<file path="src/hw/rtl/gcm_pkg.sv">
package gcm_pkg;

    localparam int COIN_BITS      = 16;
    localparam int INDEX_OUT_BITS = 3;
    localparam int CFG_INDEX_BITS = 4;
    localparam int TDATA_BITS     = 40;
    localparam int PAD_BITS       = TDATA_BITS - INDEX_OUT_BITS - 2 * COIN_BITS;

    typedef enum logic [1:0] {
        ST_IDLE,
        ST_SCAN,
        ST_DIV,
        ST_EMIT
    } gcm_state_t;

    // Power-on coin set: 1, 2, 5, 10, 20, 50, 100, 200 cents, rest unused.
    function automatic logic [COIN_BITS-1:0] denom_reset(input int idx);
        logic [COIN_BITS-1:0] val;
        case (idx)
            0: val = 16'd1;
            1: val = 16'd2;
            2: val = 16'd5;
            3: val = 16'd10;
            4: val = 16'd20;
            5: val = 16'd50;
            6: val = 16'd100;
            7: val = 16'd200;
            default: val = '0;
        endcase
        return val;
    endfunction

endpackage

</file>
<file path="src/hw/rtl/gcm_denom_bank.sv">
module gcm_denom_bank
    import gcm_pkg::*;
#(
    parameter int NUM_DENOMS = 8,
    parameter int IDX_BITS   = 3
) (
    input  logic                      aclk,
    input  logic                      aresetn,
    input  logic                      cfg_wen,
    input  logic [CFG_INDEX_BITS-1:0] cfg_index,
    input  logic [COIN_BITS-1:0]      cfg_wdata,
    input  logic [IDX_BITS-1:0]       rd_idx,
    output logic [COIN_BITS-1:0]      rd_data
);

    logic [COIN_BITS-1:0] denom_reg [NUM_DENOMS];

    // indexes at or beyond NUM_DENOMS match no slot and are dropped
    always_ff @(posedge aclk) begin
        for (int i = 0; i < NUM_DENOMS; i++) begin
            if (!aresetn) begin
                denom_reg[i] <= denom_reset(i);
            end else if (cfg_wen && cfg_index == CFG_INDEX_BITS'(i)) begin
                denom_reg[i] <= cfg_wdata;
            end
        end
    end

    assign rd_data = denom_reg[rd_idx];

endmodule

</file>
<file path="src/hw/rtl/gcm_serial_div.sv">
module gcm_serial_div
    import gcm_pkg::*;
#(
    parameter int AMOUNT_BITS = 16
) (
    input  logic                   aclk,
    input  logic                   aresetn,
    input  logic                   start,
    input  logic [AMOUNT_BITS-1:0] dividend,
    input  logic [COIN_BITS-1:0]   divisor,
    output logic                   done,
    output logic [AMOUNT_BITS-1:0] quotient,
    output logic [COIN_BITS-1:0]   remainder
);

    localparam int CNT_BITS = (AMOUNT_BITS > 1) ? $clog2(AMOUNT_BITS) : 1;

    logic                   busy_reg, busy_next;
    logic                   done_reg, done_next;
    logic [CNT_BITS-1:0]    cnt_reg, cnt_next;
    logic [COIN_BITS-1:0]   acc_reg, acc_next;
    logic [AMOUNT_BITS-1:0] q_reg, q_next;
    logic [COIN_BITS-1:0]   dvs_reg, dvs_next;

    logic [COIN_BITS:0]     trial;
    logic [COIN_BITS:0]     diff;
    logic                   fits;

    // restoring division, one quotient bit per cycle, MSB first
    assign trial = {acc_reg, q_reg[AMOUNT_BITS-1]};
    assign diff  = trial - {1'b0, dvs_reg};
    assign fits  = trial >= {1'b0, dvs_reg};

    always_comb begin
        busy_next = busy_reg;
        done_next = 1'b0;
        cnt_next  = cnt_reg;
        acc_next  = acc_reg;
        q_next    = q_reg;
        dvs_next  = dvs_reg;
        if (start) begin
            busy_next = 1'b1;
            cnt_next  = '0;
            acc_next  = '0;
            q_next    = dividend;
            dvs_next  = divisor;
        end else if (busy_reg) begin
            acc_next = fits ? diff[COIN_BITS-1:0] : trial[COIN_BITS-1:0];
            q_next   = {q_reg[AMOUNT_BITS-2:0], fits};
            cnt_next = cnt_reg + 1'b1;
            if (cnt_reg == CNT_BITS'(AMOUNT_BITS - 1)) begin
                busy_next = 1'b0;
                done_next = 1'b1;
            end
        end
    end

    always_ff @(posedge aclk) begin
        if (!aresetn) begin
            busy_reg <= 1'b0;
            done_reg <= 1'b0;
            cnt_reg  <= '0;
        end else begin
            busy_reg <= busy_next;
            done_reg <= done_next;
            cnt_reg  <= cnt_next;
        end
    end

    always_ff @(posedge aclk) begin
        acc_reg <= acc_next;
        q_reg   <= q_next;
        dvs_reg <= dvs_next;
    end

    assign done      = done_reg;
    assign quotient  = q_reg;
    assign remainder = acc_reg;

    a_div_nonzero: assert property (@(posedge aclk) disable iff (!aresetn)
        start |-> divisor != '0)
        else $error("divider started with zero divisor");

    a_rem_below_divisor: assert property (@(posedge aclk) disable iff (!aresetn)
        done_reg |-> acc_reg < dvs_reg)
        else $error("remainder not below divisor");

    a_done_after_busy: assert property (@(posedge aclk) disable iff (!aresetn)
        done_reg |-> !busy_reg && $past(busy_reg))
        else $error("done without a finished division");

endmodule

</file>
<file path="src/hw/rtl/greedy_change_maker_top.sv">
// Greedy change maker.
// s_axis carries one request: the amount in cents. m_axis returns one result
// per denomination used, largest first: tdata holds the register index, the
// coin value and the coin count, tlast marks the final result of a request,
// and tuser flags a remainder that no denomination fits (that result then has
// index, value and count of zero). A zero amount gives one empty tlast result.
// cfg_wen/cfg_index/cfg_wdata write the denomination registers; zero disables
// a slot, writes to slots at or above NUM_DENOMS are dropped.
// Flow: each round scans all NUM_DENOMS slots (one per cycle) for the next
// smaller denomination, then a bit-serial divider divides the remainder by
// it; a request needs up to NUM_DENOMS dividing rounds and one last scan. A
// zero amount answers in the cycle after acceptance. One request is in flight
// at a time: s_axis_tready is high only while idle. A stalled receiver simply
// holds the result register and the search waits. Reset restores the 1..200
// cent coin set and drops any request.
module greedy_change_maker_top
    import gcm_pkg::*;
#(
    parameter int NUM_DENOMS  = 8,
    parameter int AMOUNT_BITS = 16
) (
    input  logic                      aclk,
    input  logic                      aresetn,
    input  logic                      s_axis_tvalid,
    output logic                      s_axis_tready,
    input  logic [COIN_BITS-1:0]      s_axis_tdata,  // [15:0] amount
    output logic                      m_axis_tvalid,
    input  logic                      m_axis_tready,
    // [2:0] denom_index, [18:3] coin_value, [34:19] coin_count, [39:35] zero
    output logic [TDATA_BITS-1:0]     m_axis_tdata,
    output logic                      m_axis_tlast,
    output logic                      m_axis_tuser,  // [0] no_solution
    input  logic                      cfg_wen,
    input  logic [CFG_INDEX_BITS-1:0] cfg_index,
    input  logic [COIN_BITS-1:0]      cfg_wdata
);

    localparam int IDX_BITS = (NUM_DENOMS > 1) ? $clog2(NUM_DENOMS) : 1;

    gcm_state_t state_reg, state_next;

    logic [AMOUNT_BITS-1:0]    rem_reg, rem_next;
    logic [COIN_BITS:0]        bound_reg, bound_next;
    logic [COIN_BITS-1:0]      best_reg, best_next;
    logic [IDX_BITS-1:0]       best_idx_reg, best_idx_next;
    logic [IDX_BITS-1:0]       scan_idx_reg, scan_idx_next;

    logic                      m_valid_reg, m_valid_next;
    logic [INDEX_OUT_BITS-1:0] out_idx_reg, out_idx_next;
    logic [COIN_BITS-1:0]      out_value_reg, out_value_next;
    logic [COIN_BITS-1:0]      out_count_reg, out_count_next;
    logic                      out_last_reg, out_last_next;
    logic                      out_nosol_reg, out_nosol_next;

    logic [COIN_BITS-1:0]      cand;
    logic                      take;
    logic [COIN_BITS-1:0]      best_sel;
    logic [IDX_BITS-1:0]       idx_sel;

    logic                      div_start;
    logic                      div_done;
    logic [AMOUNT_BITS-1:0]    div_quot;
    logic [COIN_BITS-1:0]      div_rem;

    logic [31:0]               amount_wide;
    logic [AMOUNT_BITS-1:0]    amount_in;
    logic [31:0]               rem_wide;
    logic [31:0]               quot_wide;
    logic [COIN_BITS-1:0]      count_sat;
    logic [31:0]               idx_wide;

    gcm_denom_bank #(
        .NUM_DENOMS (NUM_DENOMS),
        .IDX_BITS   (IDX_BITS)
    ) u_bank (
        .aclk      (aclk),
        .aresetn   (aresetn),
        .cfg_wen   (cfg_wen),
        .cfg_index (cfg_index),
        .cfg_wdata (cfg_wdata),
        .rd_idx    (scan_idx_reg),
        .rd_data   (cand)
    );

    gcm_serial_div #(
        .AMOUNT_BITS (AMOUNT_BITS)
    ) u_div (
        .aclk      (aclk),
        .aresetn   (aresetn),
        .start     (div_start),
        .dividend  (rem_reg),
        .divisor   (best_sel),
        .done      (div_done),
        .quotient  (div_quot),
        .remainder (div_rem)
    );

    assign amount_wide = 32'(s_axis_tdata);
    assign amount_in   = amount_wide[AMOUNT_BITS-1:0];
    assign rem_wide    = 32'(div_rem);
    assign quot_wide   = 32'(div_quot);
    assign count_sat   = (|quot_wide[31:COIN_BITS]) ? '1 : quot_wide[COIN_BITS-1:0];
    assign idx_wide    = 32'(best_idx_reg);

    // strict compare keeps the lowest slot among equal values
    assign take     = (cand != '0) && ({1'b0, cand} < bound_reg) && (cand > best_reg);
    assign best_sel = take ? cand : best_reg;
    assign idx_sel  = take ? scan_idx_reg : best_idx_reg;

    always_comb begin
        state_next     = state_reg;
        rem_next       = rem_reg;
        bound_next     = bound_reg;
        best_next      = best_reg;
        best_idx_next  = best_idx_reg;
        scan_idx_next  = scan_idx_reg;
        m_valid_next   = m_valid_reg;
        out_idx_next   = out_idx_reg;
        out_value_next = out_value_reg;
        out_count_next = out_count_reg;
        out_last_next  = out_last_reg;
        out_nosol_next = out_nosol_reg;
        div_start      = 1'b0;
        s_axis_tready  = 1'b0;

        case (state_reg)
            ST_IDLE: begin
                s_axis_tready = 1'b1;
                if (s_axis_tvalid) begin
                    rem_next      = amount_in;
                    bound_next    = {1'b1, {COIN_BITS{1'b0}}};
                    best_next     = '0;
                    best_idx_next = '0;
                    scan_idx_next = '0;
                    if (amount_in == '0) begin
                        m_valid_next   = 1'b1;
                        out_idx_next   = '0;
                        out_value_next = '0;
                        out_count_next = '0;
                        out_last_next  = 1'b1;
                        out_nosol_next = 1'b0;
                        state_next     = ST_EMIT;
                    end else begin
                        state_next = ST_SCAN;
                    end
                end
            end
            ST_SCAN: begin
                best_next     = best_sel;
                best_idx_next = idx_sel;
                if (scan_idx_reg == IDX_BITS'(NUM_DENOMS - 1)) begin
                    if (best_sel == '0) begin
                        // remainder left and nothing smaller to try
                        m_valid_next   = 1'b1;
                        out_idx_next   = '0;
                        out_value_next = '0;
                        out_count_next = '0;
                        out_last_next  = 1'b1;
                        out_nosol_next = 1'b1;
                        state_next     = ST_EMIT;
                    end else begin
                        div_start  = 1'b1;
                        bound_next = {1'b0, best_sel};
                        state_next = ST_DIV;
                    end
                end else begin
                    scan_idx_next = scan_idx_reg + 1'b1;
                end
            end
            ST_DIV: begin
                if (div_done) begin
                    rem_next      = rem_wide[AMOUNT_BITS-1:0];
                    best_next     = '0;
                    best_idx_next = '0;
                    scan_idx_next = '0;
                    if (div_quot != '0) begin
                        m_valid_next   = 1'b1;
                        out_idx_next   = idx_wide[INDEX_OUT_BITS-1:0];
                        out_value_next = best_reg;
                        out_count_next = count_sat;
                        out_last_next  = (div_rem == '0);
                        out_nosol_next = 1'b0;
                        state_next     = ST_EMIT;
                    end else begin
                        state_next = ST_SCAN;
                    end
                end
            end
            ST_EMIT: begin
                if (m_axis_tready) begin
                    m_valid_next = 1'b0;
                    state_next   = out_last_reg ? ST_IDLE : ST_SCAN;
                end
            end
            default: begin
                state_next = ST_IDLE;
            end
        endcase
    end

    always_ff @(posedge aclk) begin
        if (!aresetn) begin
            state_reg   <= ST_IDLE;
            m_valid_reg <= 1'b0;
        end else begin
            state_reg   <= state_next;
            m_valid_reg <= m_valid_next;
        end
    end

    always_ff @(posedge aclk) begin
        rem_next_hold: begin
            rem_reg       <= rem_next;
            bound_reg     <= bound_next;
            best_reg      <= best_next;
            best_idx_reg  <= best_idx_next;
            scan_idx_reg  <= scan_idx_next;
            out_idx_reg   <= out_idx_next;
            out_value_reg <= out_value_next;
            out_count_reg <= out_count_next;
            out_last_reg  <= out_last_next;
            out_nosol_reg <= out_nosol_next;
        end
    end

    assign m_axis_tvalid = m_valid_reg;
    assign m_axis_tdata  = {{PAD_BITS{1'b0}}, out_count_reg, out_value_reg, out_idx_reg};
    assign m_axis_tlast  = out_last_reg;
    assign m_axis_tuser  = out_nosol_reg;

    a_one_in_flight: assert property (@(posedge aclk) disable iff (!aresetn)
        s_axis_tready |-> !m_valid_reg)
        else $error("request taken while a result is pending");

    a_nosol_is_final: assert property (@(posedge aclk) disable iff (!aresetn)
        (m_valid_reg && out_nosol_reg) |-> (out_last_reg && out_count_reg == '0))
        else $error("no-solution result not final or not empty");

    a_mid_result_counts: assert property (@(posedge aclk) disable iff (!aresetn)
        (m_valid_reg && !out_last_reg) |-> out_count_reg != '0)
        else $error("intermediate result with zero coins");

    a_bound_shrinks: assert property (@(posedge aclk) disable iff (!aresetn)
        (state_reg == ST_DIV) |-> ({1'b0, best_reg} == bound_reg && best_reg != '0))
        else $error("division without a selected denomination");

endmodule

</file>
<file path="config.mk">
export PLATFORM = sky130hd
export DESIGN_NAME = greedy_change_maker_top
export DESIGN_NICKNAME = d
export VERILOG_FILES = /design/src/hw/rtl/gcm_pkg.sv /design/src/hw/rtl/gcm_denom_bank.sv /design/src/hw/rtl/gcm_serial_div.sv /design/src/hw/rtl/greedy_change_maker_top.sv
export SDC_FILE = /design/constraint.sdc
export NUM_CORES = 1
export LEC_CHECK = 0
export ABC_AREA = 1
export BUFFER_PORTS_ARGS = -buffer_cell sky130_fd_sc_hd__buf_2
export CORE_AREA = 2 2 220 222
export DETAILED_ROUTE_END_ITERATION = 10
export DIE_AREA = 0 0 222 224
export GPL_ROUTABILITY_DRIVEN = 0
export MAX_ROUTING_LAYER = met4
export SLEW_MARGIN = 15
export SYNTH_ARGS = -nofsm -noshare
export SYNTH_HDL_FRONTEND = slang
export SYNTH_SLANG_ARGS = --single-unit
</file>
<file path="constraint.sdc">
create_clock -name aclk -period 10.4 [get_ports aclk]
set_input_delay 2.08 -clock aclk [delete_from_list [all_inputs] [get_ports aclk]]
set_output_delay 2.08 -clock aclk [all_outputs]
set_load 0.02 [all_outputs]
</file>
# Word level (Yosys, flattened, before mapping)
# Memories as Yosys holds them, arrays and structs flattened. A register that Yosys moved wholly into a read port is not among the register bits.
# Index checks and enable logic that the tools add are counted.
[op_classes] reduce_logical=31 bitwise_logic=10 addsub=3 order_cmp=3 n_eq_ne=22 n_mux=112
[op_table] cell="two-way mux 16 bit" n=32
[op_table] cell="case mux 16 bit (3 select lines)" n=3
[op_table] cell="two-way mux 17 bit" n=3
[op_table] cell="logical NOT 16 bit" n=3
[op_table] cell="two-way mux 1 bit" n=48
[op_table] cell="case mux 17 bit (2 select lines)" n=1
[op_table] cell="two-way mux 3 bit" n=11
[op_table] cell="case mux 16 bit (2 select lines)" n=1
[op_table] cell="nonzero test 16 bit" n=2
[op_table] cell="case mux 3 bit (3 select lines)" n=3
[op_table] cell="inequality test 2 bit, second input constant" n=9
[op_table] cell="greater-or-equal comparator 17 x 16 -> 1 bit" n=1
[op_table] cell="< comparator 16 x 17 -> 1 bit" n=1
[op_table] cell="== test 4 x 3 -> 1 bit, second input constant" n=4
[op_table] cell="> comparator 16 bit" n=1
[op_table] cell="AND reduction 4 bit" n=4
[op_table] cell="subtractor 16 bit" n=1
[op_table] cell="AND reduction 7 bit" n=2
[op_table] cell="two-way mux 2 bit" n=6
[op_table] cell="logical AND 1 bit" n=10
[op_table] cell="== test 4 x 2 -> 1 bit, second input constant" n=2
[op_table] cell="OR 1 bit" n=8
[op_table] cell="case mux 2 bit (4 select lines)" n=1
[op_table] cell="case mux 1 bit (3 select lines)" n=2
[op_table] cell="17 further kinds" n=22
[word_totals] input_bits=41 mem_bits_rw=128 elab_cells=200 regBits=149 n_memories=1 out_inout_bits=44
[mem_list] memory="u_bank.denom_reg" depth=8 word_bits=16 rd=1 rd_clocked_by_memory_dff=1 write_ports=8 line_no="gcm_denom_bank.sv:16" source="logic [COIN_BITS-1:0] denom_reg [NUM_DENOMS];"

# Longest topological paths before layout
[logic_depth] ltp_word=9 depth_mapped=31 mapped_depth_nobuf=29

# By module
# From an unflattened synthesis, not the netlist that was laid out.
[unflattened] hier_cells=1718 area_unflattened_um2=14744.1
[modules_own_cells] mod="gcm_denom_bank" instances=1 cells_per_inst=746 area_per_inst_um2=6371.1
[modules_own_cells] mod="greedy_change_maker_top" instances=1 cells_per_inst=537 area_per_inst_um2=5013.6
[modules_own_cells] mod="gcm_serial_div" instances=1 cells_per_inst=435 area_per_inst_um2=3359.5

# Least setup slack after synthesis
# Ideal clock, no wire load.
[synth_timing] kind="input -> register" startpoint="input port s_axis_tdata[6]" endpoint="register out_last_reg, in the netlist m_axis_tlast (enable)" stages=5 n_path_buf=0 setup_slack_ns=5.509 setup_time_ns=0.431 required_ns=9.969 t_arrival_ns=4.459 path_cell_list="nor4_1 nand4_1 a211oi_1 nand3_1 nor2_1"
[synth_via] elab_chain_cells=3
[synth_lines] item="start, declared" line_no="greedy_change_maker_top.sv:26" source="input logic [COIN_BITS-1:0] s_axis_tdata,"
[synth_lines] item="logical NOT 16 bit" line_no="greedy_change_maker_top.sv:135" source="if (amount_in == '0) begin"
[synth_lines] item="inequality test 2 bit (no source line)"
[synth_lines] item="AND reduction 7 bit (no source line)"
[synth_lines] item="end signal, assigned" line_no="greedy_change_maker_top.sv:221" source="out_last_reg <= out_last_next;"
[synth_lines] item="end, declared" line_no="greedy_change_maker_top.sv:52" source="logic out_last_reg, out_last_next;"
# No other way between the ends.
# A chain may end at the register's enable or synchronous reset.

==> results.md <==
Setup path:
- The type of destination of the critical path is a flop.
- The setup slack of the worst register-to-register path is between 4000 and 5000 ps.
- For the worst setup path, the data required time is 10580 ps.
- Along the worst path, the maximum fanout reaches 67.
- The path depth of the worst reg2reg path is 24.
- The setup path with the least slack is of type flop to flop.
- STA classifies the critical path startpoint as a flop.
- STA puts the critical path data arrival time at 6090 ps.

Drt:
- The length of the first detailed-routing pass in iterations is 5.
- For this run, design rule violations remaining after detail routing come to 0.
- The violation count after the first detailed-routing iteration is 839.
- Dividing the detail-routed wire length by the instance count gives roughly 15 microns.
- The via total after detailed routing is 10600.
- The sum of routed wire length over all layers is 35.46 mm.
- The number of vias per cell is 4.626.
- The number of antenna-violating nets in the routed design is 0.

Floorplan:
- The core outline area is 47350 sq um.
- The die covers 49730 sq um.
- The vertical extent of the die is 224 microns.
- The starting density of the core is between 20% and 30%.
- The boundary pin count is 85.
- The die boundary width is 222 microns.
- The count of standard-cell rows is 80.

Global route:
- The aggregate global routing overflow is 0.
- The pin count of the biggest net entering global routing is 68.
- The via count of the first global-routing pass was 10310.
- The first-pass GRT wire length is 55.88 mm.
- The number of antenna violations at the first check in global routing was 0.
- The total routing usage reported by global routing is 14.60%.

Pwr:
- Dividing total power by cell area gives a power density of 258.1 nW/um^2.
- For this design the static power due to leakage is roughly 7 nW.
- The worst-case IR drop observed on VDD is 0.1201 mV.

Yosys:
- The number of synthesized register bits is 280.
- The post-synthesis async set-or-reset flop share is 0%.
- The number of distinct library cells after synthesis is 37.
- The number of synthesized flops with an enable pin is 252.
- The main flop type after synthesis is edfxtp_1.
- The number of warnings reported in the yosys synthesis log is 0.
- Summing the sequential cell areas from Yosys gives around 58% of the chip area.
- The mean instance size in the synthesized netlist is 8.875 sq um.
- Synthesis handed over a netlist of 1589 instances.
- The cell area after technology mapping is 14100 sq um.

Finish:
- Relative to the synthesized area, the layout overhead comes to 13.43%.
- For this run, the post-layout net count is 1745.
- The count of cells in the finished layout, fillers not included, comes to about 2300.
- The final core area utilization is 33.79%.
- The post-route netlist has under 10% of its cells at a drive strength greater than 1.
- The most common library cell in the layout ignoring fill and taps is nand2_1.
- The number of antenna diodes in the final layout is 0.
- The register with the most flip-flops in the layout has 128 of them.
- The library cells used most frequently in the layout, excluding fill and tap cells, are nand2_1, edfxtp_1, inv_1.
- The finished cells cover 16000 sq um.

Status:
- The run finished with clean final reports.

CTS:
- Hold repair after CTS inserted 0 buffers.
- The clock transition at the register clock pins on the worst setup and hold paths after CTS is 60 ps.
- The clock reaches the later pin of the worst-skew pair after around 570 ps.
- The clock tree from TritonCTS is done.
- In this run the number of H-tree levels came out at 1.
- The clock root buffer is clkbuf_16.
- The post-cts gate resize count is 0.
- The total CTS buffers is 30.
- The clock sink total is 280.
- The clock passes through at most 3 buffers.
- Buffers added to address setup during post-CTS repair amount to 0.

Timing:
- The headroom to the max-slew limit is between 20% and 30%.
- The setup slack after layout is 4488 ps.
- Dividing the final minimum period by the clock period gives a little under three fifths.
- Setup repair after global routing left no endpoint under its margin.
- The final-report max-slew violation count is 0.
- The final-report hold violation count was 0.
- Setup violations remaining at the end of the flow were counted as 0.
- For the final database, setup skew stands at 17.89 ps.
- For the pin with the worst max-slew slack, the measured transition is 1126 ps.
- The summed negative setup slack over all endpoints is 0 ps.
- Counting I/O delays and the setup requirement, the final critical path takes 5912 ps.
- Based on the critical path, the design can be clocked at up to 169.1 MHz.

Placement:
- After detailed placement, the total cell area comes to 15030 sq um.
- The post-place setup slack is 4469 ps.
- The placed cell count is 2236.
- After legalization and detailed placement, the total HPWL measured 24.22 mm.
- The count of input and output buffers is 79.

Min path:
- The path type of the worst min-delay path is flop to flop.
- Counting instances, the worst hold path has a depth of 2.

Run:
- The max capacitance violation total is 0.
[synthesized netlist by cell type (6+ instances only)]
cell | n | area [sq um]
nand3_1 | 95 | 475.5
nor4_1 | 7 | 43.79
nand2_1 | 474 | 1779
nand3b_1 | 8 | 60.06
ha_1 | 50 | 625.6
xnor2_1 | 10 | 87.58
nor3_1 | 12 | 60.06
buf_4 | 9 | 67.56
dfxtp_1 | 28 | 560.5
inv_1 | 235 | 882.1
buf_1 | 6 | 22.52
buf_2 | 18 | 90.09
o21ai_0 | 34 | 170.2
edfxtp_1 | 252 | 7567
nand4_1 | 11 | 68.82
buf_6 | 8 | 90.09
clkbuf_1 | 20 | 75.07
nor2_1 | 214 | 803.3
a21oi_1 | 51 | 255.2
o21ai_1 | 21 | 105.1
[metal layers]
metal | vias up | routed length [microns] | global-route usage, %
met2 | 329 | 16930 | 24.38
met3 | 68 | 2133 | 2.072
met1 | 4981 | 15370 | 18.32
li1 | 5224 | - | -
met5 | - | 0 | -
met4 | 0 | 1026 | 4.730
[critical path, stage by stage (launching register included)]
cell and delay (ps):
dfxtp_2 310, buf_4 570, inv_2 650, nand2_1 190, nand2_1 60, nand2_1 50
nand2_1 60, nand2_1 50, nand2_1 180, ha_1 370, nand2_1 60, o21a_1 180
o21bai_1 200, a21oi_1 100, nor2_4 370, nand2_4 200, nand2_1 120, nand2_1 80
nor2_1 110, nand2_1 60, nor2_1 160, nand2_1 120, nand2_1 110, nand3_1 150
nor2_4 890
[final cells by class]
class	count	area (sq um)
flip-flops and latches	280	8129
clock buffers	36	794.5
clock inverters	20	176.4
inverters	238	893.4
fillers	4888	31350
repair buffers	89	470.5
multi-input cells	1014	4763
well taps	615	769.5
[through the flow]
stage	hold slack [ps]	total power, mW
floorplan	457.0	2.677
global placement	463.8	3.043
detailed placement	485.2	3.083
CTS	492.9	4.148
global route	522.5	4.405
finish	495.6	4.129
[final timing paths]
path	startpoint	to
worst max-delay path	flop	out_count_reg[8]
worst min-delay path	u_div.cnt_reg[2]	u_div.cnt_reg[2]
worst max register to register	flop	out_count_reg[8]
worst min register to register	u_div.cnt_reg[2]	u_div.cnt_reg[2]
[logic make-up after synthesis]
kind of cell / after synthesis / share of synthesized area (%)
flip-flops: 280 / 57.63
other: 1 / 0.02659
XOR/XNOR: 14 / 0.8694
adder cells (fa/ha/maj): 51 / 4.578
AO/OA/AOI/OAI: 115 / 4.250
buffers and inverters: 299 / 8.784
AND/OR/NAND/NOR: 829 / 23.86
[power breakdown]
group | internal [mW] | switching, mW
combinational | 0.434 | 1.04
sequential | 1.51 | 0.0854
clock | 0.616 | 0.448
total | 2.56 | 1.57
(Power assumes the default switching activity.)
